**src/hdl/fwrle_pkg.sv**
```systemverilog
// Shared types, constants and slot arithmetic for the frame window RLE pixel writer.
`timescale 1ns / 1ps

package fwrle_pkg;

    localparam int FRAME_SLOTS  = 5;
    localparam int LINE_PIXELS  = 640;
    localparam int FRAME_LINES  = 480;
    localparam int FRAME_TOTAL  = LINE_PIXELS * FRAME_LINES;

    localparam int SLOT_IDX_W   = $clog2(FRAME_SLOTS);
    localparam int K_W          = $clog2(FRAME_SLOTS + 1);
    localparam int OUT_SLOT_W   = 3;
    localparam int PIX_W        = 19;
    localparam int PCOUNT_W     = 24;
    localparam int CNT_W        = 16;
    localparam int OUT_DATA_W   = 128;

    localparam logic [7:0]       MARKER_BYTE  = 8'h42;
    localparam logic [31:0]      FILL_RESTART = 32'hFF000000;
    localparam logic [CNT_W-1:0] CNT_MAX      = 16'hFFFF;

    // Header modes carried in bits 31..30 of the offset word
    localparam logic [1:0] MODE_SINGLE = 2'd0;
    localparam logic [1:0] MODE_RLE    = 2'd1;
    localparam logic [1:0] MODE_BAD_2  = 2'd2;
    localparam logic [1:0] MODE_BAD_3  = 2'd3;

    typedef enum logic [1:0] {
        PH_FRAME,
        PH_OFFSET,
        PH_DATA
    } phase_t;

    typedef enum logic [2:0] {
        KIND_RUN   = 3'd0,
        KIND_CLEAR = 3'd1,
        KIND_SHOW  = 3'd2,
        KIND_DROP  = 3'd3,
        KIND_ERROR = 3'd4
    } out_kind_t;

    typedef enum logic [2:0] {
        ERR_NONE      = 3'd0,
        ERR_SHORT     = 3'd1,
        ERR_OFFSCREEN = 3'd2,
        ERR_MODE      = 3'd3,
        ERR_MARKER    = 3'd4
    } err_code_t;

    typedef enum logic [2:0] {
        EV_RUN,
        EV_ERR,
        EV_DROP,
        EV_RESTART,
        EV_ADVANCE
    } ev_kind_t;

    // One request's worth of results, in compact form; the emitter expands it.
    typedef struct packed {
        ev_kind_t              kind;
        logic [SLOT_IDX_W-1:0] base;
        logic [K_W-1:0]        k;
        logic [OUT_SLOT_W-1:0] slot;
        logic [PIX_W-1:0]      pix;
        logic [PIX_W-1:0]      len;
        logic [31:0]           value;
        logic [31:0]           frame;
        logic [CNT_W-1:0]      total;
        err_code_t             err;
    } fwrle_ev_t;

    // Physical slot of a logical slot: (base + l) mod FRAME_SLOTS, l <= FRAME_SLOTS.
    function automatic logic [SLOT_IDX_W-1:0] phys(input logic [SLOT_IDX_W-1:0] base,
                                                   input logic [K_W-1:0] l);
        logic [K_W:0] s;
        s = (K_W+1)'(base) + (K_W+1)'(l);
        if (s >= (K_W+1)'(FRAME_SLOTS)) begin
            s = s - (K_W+1)'(FRAME_SLOTS);
        end
        return s[SLOT_IDX_W-1:0];
    endfunction

endpackage

```
**src/hdl/frame_window_rle_pixel_writer.sv**
```systemverilog
// Top level of the frame window RLE pixel writer: stream ports around parser and emitter.
`timescale 1ns / 1ps
// A request's results pass through the event register and then the output register to m_.
// Throughput: one request per cycle while the event register is empty or drains; a pixel
// word or marker makes at most one result. A header that restarts the window emits
// FRAME_SLOTS clears, an advance by k slots a show and k clears; new requests wait for the last.
// Reset: aresetn is synchronous, active low; it empties the window (frame 0 in slot 0),
// zeroes all packet counts and drops any event or result in flight.

module frame_window_rle_pixel_writer (
    input  logic         aclk,
    input  logic         aresetn,
    // Request stream: one packet word per request
    input  logic         s_tvalid,
    output logic         s_tready,
    input  logic [31:0]  s_tdata,   // [31:0] packet_word
    input  logic         s_tuser,   // [0] packet_start
    input  logic         s_tlast,   // packet_end
    // Result stream
    output logic         m_tvalid,
    input  logic         m_tready,
    output logic [127:0] m_tdata,   // [2:0] slot, [21:3] pixel_index, [40:22] run_length,
                                    // [72:41] pixel_value, [104:73] frame_number,
                                    // [120:105] packet_total, [123:121] error_code,
                                    // [127:124] zero
    output logic [2:0]   m_tuser,   // [2:0] kind
    output logic         m_tlast    // last_of_run
);
    import fwrle_pkg::*;

    logic       acc;
    logic       ev_valid;
    logic       ev_ready;
    fwrle_ev_t  ev;

    // Take a request whenever the event register is empty or drains this cycle;
    // a request that makes no result still updates the parser state.
    assign s_tready = ev_ready;
    assign acc      = s_tvalid && ev_ready;

    // Parse the word, move the window and build at most one event
    fwrle_ctrl u_ctrl (
        .aclk     (aclk),
        .aresetn  (aresetn),
        .acc      (acc),
        .word     (s_tdata),
        .start    (s_tuser),
        .last     (s_tlast),
        .ev_valid (ev_valid),
        .ev       (ev)
    );

    // Hold the event and drive its results one per cycle, as the output register frees up, into it
    fwrle_emit u_emit (
        .aclk     (aclk),
        .aresetn  (aresetn),
        .ev_valid (ev_valid),
        .ev       (ev),
        .ev_ready (ev_ready),
        .m_tvalid (m_tvalid),
        .m_tready (m_tready),
        .m_tdata  (m_tdata),
        .m_tuser  (m_tuser),
        .m_tlast  (m_tlast)
    );

endmodule

```
**src/hdl/fwrle_ctrl.sv**
```systemverilog
// Packet parser and frame window state; turns each accepted word into at most one event.
`timescale 1ns / 1ps

module fwrle_ctrl (
    input  logic               aclk,
    input  logic               aresetn,
    input  logic               acc,
    input  logic [31:0]        word,
    input  logic               start,
    input  logic               last,
    output logic               ev_valid,
    output fwrle_pkg::fwrle_ev_t ev
);
    import fwrle_pkg::*;

    typedef enum logic [3:0] {
        ACT_IDLE,
        ACT_FRAME,
        ACT_SHORT,
        ACT_OFFERR,
        ACT_DROP,
        ACT_OPEN,
        ACT_RUN,
        ACT_MARK,
        ACT_MARKERR
    } act_t;

    phase_t                phase_reg, phase_next;
    logic [31:0]           frame_reg, frame_next;
    logic [1:0]            mode_reg, mode_next;
    logic [PIX_W-1:0]      wp_reg, wp_next;
    logic [31:0]           wl_reg, wl_next;
    logic [SLOT_IDX_W-1:0] base_reg, base_next;
    logic [SLOT_IDX_W-1:0] active_reg, active_next;
    logic [CNT_W-1:0]      counts_reg [FRAME_SLOTS];
    logic [CNT_W-1:0]      counts_next [FRAME_SLOTS];
    logic                  pend_reg, pend_next;
    logic [PCOUNT_W-1:0]   pcount_reg, pcount_next;
    logic                  disc_reg, disc_next;

    // Decode signals
    act_t                  act;
    err_code_t             off_err;
    phase_t                phase_e;
    logic                  disc_e;
    logic                  pend_e;
    logic [27:0]           pix;
    logic                  restart;
    logic [31:0]           wl_eff;
    logic                  advance;
    logic                  old_frame;
    logic [31:0]           new_low;
    logic [31:0]           kfull;
    logic [K_W-1:0]        k;
    logic [31:0]           wl_new;
    logic [SLOT_IDX_W-1:0] base_new;
    logic [31:0]           rel;
    logic [SLOT_IDX_W-1:0] active_new;
    logic [SLOT_IDX_W-1:0] show_slot;
    logic [PCOUNT_W-1:0]   run_count;
    logic [PIX_W-1:0]      room;
    logic                  run_ok;
    logic [PIX_W-1:0]      run_len;

    always_comb begin
        phase_e    = start ? PH_FRAME : phase_reg;
        disc_e     = start ? 1'b0 : disc_reg;
        pend_e     = start ? 1'b0 : pend_reg;
        pix        = word[29:2];

        // A restart (frame 1) can never advance or drop, so compare against the old low
        restart    = (wl_reg > 32'd1) && (frame_reg == 32'd1);
        wl_eff     = restart ? 32'd0 : wl_reg;
        advance    = {1'b0, frame_reg} >= ({1'b0, wl_reg} + 33'(FRAME_SLOTS));
        old_frame  = !restart && !advance && (frame_reg < wl_reg);
        new_low    = frame_reg + 32'd1 - 32'(FRAME_SLOTS);
        kfull      = new_low - wl_reg;
        k          = (kfull > 32'(FRAME_SLOTS)) ? K_W'(FRAME_SLOTS) : kfull[K_W-1:0];
        wl_new     = advance ? new_low : wl_eff;
        base_new   = advance ? phys(base_reg, k) : base_reg;
        rel        = advance ? 32'(FRAME_SLOTS - 1) :
                     (restart ? 32'd1 : frame_reg - wl_reg);
        active_new = phys(base_new, rel[K_W-1:0]);
        show_slot  = phys(base_reg, k - K_W'(1));

        run_count  = ((mode_reg != MODE_SINGLE) && pend_e) ? pcount_reg : PCOUNT_W'(1);
        room       = PIX_W'(FRAME_TOTAL) - wp_reg;
        run_ok     = (wp_reg < PIX_W'(FRAME_TOTAL)) && (run_count != '0);
        run_len    = (run_count < PCOUNT_W'(room)) ? run_count[PIX_W-1:0] : room;

        act     = ACT_IDLE;
        off_err = ERR_NONE;
        if (!disc_e) begin
            case (phase_e)
                PH_FRAME: begin
                    act = last ? ACT_SHORT : ACT_FRAME;
                end
                PH_OFFSET: begin
                    if (pix >= 28'(FRAME_TOTAL)) begin
                        act     = ACT_OFFERR;
                        off_err = ERR_OFFSCREEN;
                    end else if (word[31:30] > MODE_RLE) begin
                        act     = ACT_OFFERR;
                        off_err = ERR_MODE;
                    end else if (old_frame) begin
                        act = ACT_DROP;
                    end else begin
                        act = ACT_OPEN;
                    end
                end
                default: begin
                    if (mode_reg == MODE_SINGLE || pend_e) begin
                        act = ACT_RUN;
                    end else if (word[7:0] == MARKER_BYTE) begin
                        act = last ? ACT_MARKERR : ACT_MARK;
                    end else begin
                        act = ACT_RUN;
                    end
                end
            endcase
        end
    end

    // Next state
    always_comb begin
        phase_next  = phase_reg;
        frame_next  = frame_reg;
        mode_next   = mode_reg;
        wp_next     = wp_reg;
        wl_next     = wl_reg;
        base_next   = base_reg;
        active_next = active_reg;
        pend_next   = pend_reg;
        pcount_next = pcount_reg;
        disc_next   = disc_reg;
        if (acc) begin
            phase_next = phase_e;
            disc_next  = disc_e;
            pend_next  = pend_e;
            if (disc_e && last) begin
                disc_next  = 1'b0;
                phase_next = PH_FRAME;
                pend_next  = 1'b0;
            end
            case (act)
                ACT_FRAME: begin
                    frame_next = word;
                    phase_next = PH_OFFSET;
                end
                ACT_SHORT: begin
                    frame_next = word;
                    phase_next = PH_FRAME;
                    pend_next  = 1'b0;
                    disc_next  = 1'b0;
                end
                ACT_OFFERR, ACT_DROP: begin
                    phase_next = PH_FRAME;
                    pend_next  = 1'b0;
                    disc_next  = !last;
                end
                ACT_OPEN: begin
                    wl_next     = wl_new;
                    base_next   = base_new;
                    active_next = active_new;
                    wp_next     = pix[PIX_W-1:0];
                    mode_next   = word[31:30];
                    pend_next   = 1'b0;
                    phase_next  = last ? PH_FRAME : PH_DATA;
                end
                ACT_RUN: begin
                    pend_next = 1'b0;
                    if (run_ok) begin
                        wp_next = wp_reg + run_len;
                    end
                    if (last) begin
                        phase_next = PH_FRAME;
                    end
                end
                ACT_MARK: begin
                    pcount_next = word[31:8];
                    pend_next   = 1'b1;
                end
                ACT_MARKERR: begin
                    pcount_next = word[31:8];
                    pend_next   = 1'b0;
                    phase_next  = PH_FRAME;
                    disc_next   = 1'b0;
                end
                default: begin
                end
            endcase
        end
    end

    // Per-slot packet counters: clear recycled slots, then count the opened packet
    always_comb begin
        for (int j = 0; j < FRAME_SLOTS; j++) begin
            logic [SLOT_IDX_W-1:0] js;
            logic [K_W:0]          lj;
            logic                  clr;
            logic [CNT_W-1:0]      c;
            js  = SLOT_IDX_W'(j);
            lj  = (js >= base_reg) ? (K_W+1)'(js - base_reg)
                                   : (K_W+1)'(j + FRAME_SLOTS) - (K_W+1)'(base_reg);
            clr = acc && (act == ACT_OPEN) && (restart || (advance && lj < (K_W+1)'(k)));
            c   = clr ? '0 : counts_reg[j];
            if (acc && act == ACT_OPEN && js == active_new && c != CNT_MAX) begin
                c = c + CNT_W'(1);
            end
            counts_next[j] = c;
        end
    end

    // Event output
    always_comb begin
        ev       = '0;
        ev.kind  = EV_RUN;
        ev.err   = ERR_NONE;
        ev_valid = 1'b0;
        case (act)
            ACT_SHORT: begin
                ev_valid = acc;
                ev.kind  = EV_ERR;
                ev.err   = ERR_SHORT;
            end
            ACT_OFFERR: begin
                ev_valid = acc;
                ev.kind  = EV_ERR;
                ev.err   = off_err;
            end
            ACT_MARKERR: begin
                ev_valid = acc;
                ev.kind  = EV_ERR;
                ev.err   = ERR_MARKER;
            end
            ACT_DROP: begin
                ev_valid = acc;
                ev.kind  = EV_DROP;
                ev.frame = frame_reg;
            end
            ACT_OPEN: begin
                ev.base = base_reg;
                if (restart) begin
                    ev_valid = acc;
                    ev.kind  = EV_RESTART;
                end else if (advance) begin
                    ev_valid = acc;
                    ev.kind  = EV_ADVANCE;
                    ev.k     = k;
                    ev.slot  = OUT_SLOT_W'(show_slot);
                    ev.frame = wl_eff + 32'(k) - 32'd1;
                    ev.total = counts_reg[show_slot];
                end
            end
            ACT_RUN: begin
                ev_valid = acc && run_ok;
                ev.kind  = EV_RUN;
                ev.slot  = OUT_SLOT_W'(active_reg);
                ev.pix   = wp_reg;
                ev.len   = run_len;
                ev.value = word;
            end
            default: begin
            end
        endcase
    end

    always_ff @(posedge aclk) begin
        if (!aresetn) begin
            phase_reg  <= PH_FRAME;
            frame_reg  <= '0;
            mode_reg   <= '0;
            wp_reg     <= '0;
            wl_reg     <= '0;
            base_reg   <= '0;
            active_reg <= '0;
            pend_reg   <= 1'b0;
            pcount_reg <= '0;
            disc_reg   <= 1'b0;
            for (int j = 0; j < FRAME_SLOTS; j++) begin
                counts_reg[j] <= '0;
            end
        end else begin
            phase_reg  <= phase_next;
            frame_reg  <= frame_next;
            mode_reg   <= mode_next;
            wp_reg     <= wp_next;
            wl_reg     <= wl_next;
            base_reg   <= base_next;
            active_reg <= active_next;
            pend_reg   <= pend_next;
            pcount_reg <= pcount_next;
            disc_reg   <= disc_next;
            for (int j = 0; j < FRAME_SLOTS; j++) begin
                counts_reg[j] <= counts_next[j];
            end
        end
    end

    a_wp_in_frame: assert property (@(posedge aclk) disable iff (!aresetn)
        wp_reg <= PIX_W'(FRAME_TOTAL))
        else $error("write position past frame end");

    a_slots_in_range: assert property (@(posedge aclk) disable iff (!aresetn)
        (base_reg < SLOT_IDX_W'(FRAME_SLOTS)) && (active_reg < SLOT_IDX_W'(FRAME_SLOTS)))
        else $error("slot pointer out of range");

    a_pend_in_data: assert property (@(posedge aclk) disable iff (!aresetn)
        pend_reg |-> (phase_reg == PH_DATA) && !disc_reg)
        else $error("pending repeat outside data phase");

endmodule

```
**src/hdl/fwrle_emit.sv**
```systemverilog
// Event register and result expander with the registered output stage.
`timescale 1ns / 1ps

module fwrle_emit (
    input  logic                         aclk,
    input  logic                         aresetn,
    input  logic                         ev_valid,
    input  fwrle_pkg::fwrle_ev_t         ev,
    output logic                         ev_ready,
    output logic                         m_tvalid,
    input  logic                         m_tready,
    output logic [fwrle_pkg::OUT_DATA_W-1:0] m_tdata,
    output logic [2:0]                   m_tuser,
    output logic                         m_tlast
);
    import fwrle_pkg::*;

    fwrle_ev_t              ev_reg;
    logic                   ev_valid_reg, ev_valid_next;
    logic [K_W-1:0]         idx_reg, idx_next;

    logic                   m_valid_reg, m_valid_next;
    out_kind_t              kind_reg, kind_next;
    logic [OUT_SLOT_W-1:0]  slot_reg, slot_next;
    logic [PIX_W-1:0]       pix_reg, pix_next;
    logic [PIX_W-1:0]       len_reg, len_next;
    logic [31:0]            value_reg, value_next;
    logic [31:0]            frame_reg, frame_next;
    logic [CNT_W-1:0]       total_reg, total_next;
    err_code_t              err_reg, err_next;
    logic                   last_reg, last_next;

    logic                   load_out;
    logic                   is_last;
    logic                   done;

    // Expand the held event at the current index
    always_comb begin
        kind_next  = KIND_RUN;
        slot_next  = '0;
        pix_next   = '0;
        len_next   = '0;
        value_next = '0;
        frame_next = '0;
        total_next = '0;
        err_next   = ERR_NONE;
        is_last    = 1'b1;
        case (ev_reg.kind)
            EV_RUN: begin
                kind_next  = KIND_RUN;
                slot_next  = ev_reg.slot;
                pix_next   = ev_reg.pix;
                len_next   = ev_reg.len;
                value_next = ev_reg.value;
            end
            EV_ERR: begin
                kind_next = KIND_ERROR;
                err_next  = ev_reg.err;
            end
            EV_DROP: begin
                kind_next  = KIND_DROP;
                frame_next = ev_reg.frame;
            end
            EV_RESTART: begin
                kind_next  = KIND_CLEAR;
                slot_next  = OUT_SLOT_W'(phys(ev_reg.base, idx_reg));
                value_next = FILL_RESTART;
                is_last    = idx_reg == K_W'(FRAME_SLOTS - 1);
            end
            EV_ADVANCE: begin
                is_last = idx_reg == ev_reg.k;
                if (idx_reg == '0) begin
                    kind_next  = KIND_SHOW;
                    slot_next  = ev_reg.slot;
                    frame_next = ev_reg.frame;
                    total_next = ev_reg.total;
                end else begin
                    kind_next = KIND_CLEAR;
                    slot_next = OUT_SLOT_W'(phys(ev_reg.base, idx_reg - K_W'(1)));
                end
            end
            default: begin
            end
        endcase
        last_next = is_last;
    end

    // Advance through the event as the output stage frees up
    always_comb begin
        load_out      = ev_valid_reg && (!m_valid_reg || m_tready);
        done          = load_out && is_last;
        ev_ready      = !ev_valid_reg || done;
        ev_valid_next = ev_valid ? 1'b1 : (done ? 1'b0 : ev_valid_reg);
        idx_next      = idx_reg;
        if (ev_valid) begin
            idx_next = '0;
        end else if (load_out && !is_last) begin
            idx_next = idx_reg + K_W'(1);
        end
        m_valid_next = load_out ? 1'b1 : (m_tready ? 1'b0 : m_valid_reg);
    end

    always_ff @(posedge aclk) begin
        if (!aresetn) begin
            ev_valid_reg <= 1'b0;
            idx_reg      <= '0;
            m_valid_reg  <= 1'b0;
        end else begin
            ev_valid_reg <= ev_valid_next;
            idx_reg      <= idx_next;
            m_valid_reg  <= m_valid_next;
        end
    end

    always_ff @(posedge aclk) begin
        if (ev_valid) begin
            ev_reg <= ev;
        end
        if (load_out) begin
            kind_reg  <= kind_next;
            slot_reg  <= slot_next;
            pix_reg   <= pix_next;
            len_reg   <= len_next;
            value_reg <= value_next;
            frame_reg <= frame_next;
            total_reg <= total_next;
            err_reg   <= err_next;
            last_reg  <= last_next;
        end
    end

    assign m_tvalid = m_valid_reg;
    assign m_tuser  = kind_reg;
    assign m_tlast  = last_reg;
    assign m_tdata  = {4'b0, err_reg, total_reg, frame_reg, value_reg,
                       len_reg, pix_reg, slot_reg};

    a_err_code_matches_kind: assert property (@(posedge aclk) disable iff (!aresetn)
        m_valid_reg |-> ((kind_reg == KIND_ERROR) == (err_reg != ERR_NONE)))
        else $error("error code and result kind disagree");

    a_run_in_frame: assert property (@(posedge aclk) disable iff (!aresetn)
        (m_valid_reg && kind_reg == KIND_RUN) |->
            (len_reg != '0) && ((20'(pix_reg) + 20'(len_reg)) <= 20'(FRAME_TOTAL)))
        else $error("write run empty or past frame end");

    a_idx_in_event: assert property (@(posedge aclk) disable iff (!aresetn)
        ev_valid_reg |-> ((ev_reg.kind == EV_ADVANCE && idx_reg <= ev_reg.k) ||
                          (ev_reg.kind == EV_RESTART && idx_reg < K_W'(FRAME_SLOTS)) ||
                          idx_reg == '0))
        else $error("result index past end of event");

    a_no_event_overwrite: assert property (@(posedge aclk) disable iff (!aresetn)
        (ev_valid_reg && !done) |-> !ev_valid)
        else $error("event register overwritten before fully emitted");

endmodule

```
**config.mk**
```make
export PLATFORM = sky130hd
export DESIGN_NAME = frame_window_rle_pixel_writer
export DESIGN_NICKNAME = d
export VERILOG_FILES = /design/src/hdl/fwrle_pkg.sv /design/src/hdl/frame_window_rle_pixel_writer.sv /design/src/hdl/fwrle_ctrl.sv /design/src/hdl/fwrle_emit.sv
export SDC_FILE = /design/constraint.sdc
export NUM_CORES = 1
export LEC_CHECK = 0
export ABC_AREA = 1
export BUFFER_PORTS_ARGS = -buffer_cell sky130_fd_sc_hd__buf_2
export CAP_MARGIN = 20
export CORE_AREA = 2 2 261 263
export CTS_BUF_LIST = sky130_fd_sc_hd__clkbuf_8
export DETAILED_ROUTE_END_ITERATION = 6
export DIE_AREA = 0 0 263 265
export PLACE_DENSITY = 0.64
export SLEW_MARGIN = 20
export SYNTH_ARGS = -nofsm -noshare
export SYNTH_HDL_FRONTEND = slang
export SYNTH_SLANG_ARGS = --single-unit
```
**constraint.sdc**
```tcl
create_clock -name aclk -period 24 [get_ports aclk]
set_input_delay 6 -clock aclk [delete_from_list [all_inputs] [get_ports aclk]]
set_output_delay 6 -clock aclk [all_outputs]
set_load 0.05 [all_outputs]
```
==> run_results.csv <==
group,metric,value,unit
logic_synthesis,netlist_instances,4432,
sta,setup_viol,0,
drt,wl_per_cell,17.4,µm
drt,routed_wl,96.0,mm
global_routing,grt_pass1_vias,26900,
layout,largest_reg_flops,133,
logic_synthesis,synth_cell_types,67,
sta,skew,36.2,ps
floorplan,die_area,69700,µm²
cts,cts_hold_buf,0,
sta,fin_ws,11300,ps
layout,fin_util,52.5,%
place,gp_congestion,0.935,
global_routing,grt.total_usage,27.1,%
pwr,ir_drop,0.0000353,V
sta,max_clock_freq,0.0788,GHz
logic_synthesis,ys_top_cells_by_area,"edfxtp_1, dfxtp_1, nand2_1",
worst_hold_path,worstHoldStart,"u_ctrl.mode_reg[1]",
floorplan,dieHeight,265,µm
job,drv_cap,0,
global_routing,grt_max_degree,96,
cts,cts_sinks,465,
layout,drive_gt1_share,8.54,%
logic_synthesis,synth-async-reset-ratio,0,%
global_routing,grt_pass1_wl,149,mm
layout,fillers,6668,
place,preCtsSetupSlack,11300,ps
logic_synthesis,seq_area_frac_synth,37.4,%
logic_synthesis,synth_edf_count,261,
drt,post-route-drc-count,0,
setup_path,crit_start,"m_tready",
layout,synthToLayoutAreaGrowth,9.91,%
logic_synthesis,synth_top_area_share,24.6,%
worst_hold_path,min_path_type,"reg2reg",
pwr,power_density,65.2,nW/µm²
floorplan,chipWidth,263,µm
drt,routed_via_density,5.30,
sta,fin_crit_sh,52.9,%
floorplan,ioPinCount,172,
logic_synthesis,yosysWarningCount,0,
logic_synthesis,syn-mean-instance-area,7.20,µm²
setup_path,cp_data_required_time,18000,ps
sta,slew_viol_final,0,
cts,cts_setup_buffers,0,
outcome,status,"complete, no violations",
setup_path,arrival,6700,ps
cts,path_clk_slew,50,ps
drt,drt_iter0_drc,2698,
logic_synthesis,synth_top_flop_cell,"edfxtp_1",
cts,insertion_delay,690,ps
logic_synthesis,synth_seq_cells,465,
cts,root_buffer,"clkbuf_8",
place,placed_cells,5369,
cts,cts_buffers,81,
cts,htree_levels,3,
floorplan,rows,95,
floorplan,start_util,47.8,%
cts,cts_tree,"built",
drt,num_vias,29300,
setup_path,worst-setup-path-type,"in2out",
layout,nNetsFinal,4849,
place,dp_hpwl,72.6,mm
floorplan,coreArea,66800,µm²
setup_path,cp-start-kind,"input port",
sta,tightest_slew,1060,ps
sta,period_minus_slack,12700,ps
logic_synthesis,synth_area,31900,µm²
cts,cts_resized,0,
sta,tns,0,ps
logic_synthesis,yosysTopAreaCell,"edfxtp_1",
global_routing,overflow,0,
drt,ant_nets,0,
drt,dr.pass1.iters,6,
sta,slew_headroom,28.1,%
setup_path,timing.rr.start,"u_ctrl.frame_reg[2]",
setup_path,cp-end-kind,"output port",
cts,cts_buffer_depth,3,
sta,rsz0062_at_grt,"no",
place,io_buffers,167,
layout,fin_cells,5524,
sta,hold_violations,0,
pwr,leakage,16.2,nW
setup_path,cp_max_fo,3,
global_routing,antenna_found_initial,1,
## critical path, cell delays in order
cell	delay (ps)
buf_2	100
inv_1	40
nand2_1	70
a21oi_1	200
inv_1	70
buf_2	210
## layer usage
metal  track usage, %  vias up  part of all wire [%]
li1                 -    14700                     -
met1             37.5    13400                    45
met2             43.4     1010                    44
met3             3.79      158                   7.4
met4             9.59        0                   3.4
met5                0        -                     0
## Yosys cell counts, types with 25 or more instances
library cell / number
a211oi_1: 37
a21oi_1: 307
clkbuf_1: 90
dfxtp_1: 204
edfxtp_1: 261
ha_1: 224
inv_1: 702
nand2_1: 973
nand3_1: 186
nand4_1: 64
nor2_1: 630
nor3_1: 53
o21ai_0: 271
o22ai_1: 25
xor2_1: 110
## layout by cell type, fill, tap and decap left out, types with 25 or more instances in the layout
| cell type | Yosys | final |
|---|---|---|
| nand4_1 | 64 | 64 |
| a21oi_1 | 307 | 306 |
| dfxtp_1 | 204 | 204 |
| o22ai_1 | 25 | 25 |
| nand2_1 | 973 | 971 |
| nor3_1 | 53 | 53 |
| nor2_1 | 630 | 629 |
| nand3_1 | 186 | 185 |
| o21ai_0 | 271 | 271 |
| a211oi_1 | 37 | 37 |
| clkbuf_8 | 0 | 93 |
| edfxtp_1 | 261 | 261 |
| ha_1 | 224 | 224 |
| inv_1 | 702 | 732 |
| xor2_1 | 110 | 110 |
| buf_2 | 13 | 167 |
## worst paths after layout
kind | cells after the start | endpoint | slack, ps
worst max-delay path | 6 | s_tready | 11300
worst min-delay path | 2 | u_ctrl.mode_reg[1] | 460
worst max register to register | 47 | u_ctrl.counts_reg[2][5] | 14450
worst min register to register | 2 | u_ctrl.mode_reg[1] | 460
## power breakdown
group	internal [mW]	switching (mW)
logic	0.192	0.472
clock network	0.358	0.357
registers	0.881	0.0251
total	1.43	0.855
## logic make-up (layout without fill, tap and decap cells)
group / Yosys count / after routing / synth area share, %
simple gates: 2011 / 2011 / 26.6
buf+inv: 851 / 1064 / 10.4
compound gates: 744 / 744 / 12.9
flops: 465 / 465 / 37.4
fa+ha+maj: 231 / 231 / 9.22
xor+xnor: 128 / 128 / 3.51
other cells: 1 / 7 / 0.0118
mux: 1 / 1 / 0.0353
## stage by stage
| stage | power [mW] | area [µm²] | hold slack (ps) |
|---|---|---|---|
| 6_report | 2.29 | 35100 | 459 |
| 5_1_grt | 2.42 | 35100 | 505 |
| 4_1_cts | 2.29 | 35000 | 459 |
| 3_5_place_dp | 1.58 | 33500 | 450 |
| 3_3_place_gp | 1.57 | 33500 | 444 |
| 2_1_floorplan | 1.41 | 31900 | 431 |
## area by class of cell
type	count	area, µm²	area share, %
flip-flops and latches	465	11900	34.0
inverters	724	2720	7.75
clock inverters	58	282	0.803
multi-input cells	3119	16700	47.8
diodes	3	7.51	0.0214
well taps	873	1090	3.11
repair buffers	189	1020	2.91
clock buffers	93	1280	3.65
(Power assumes the default switching activity.)
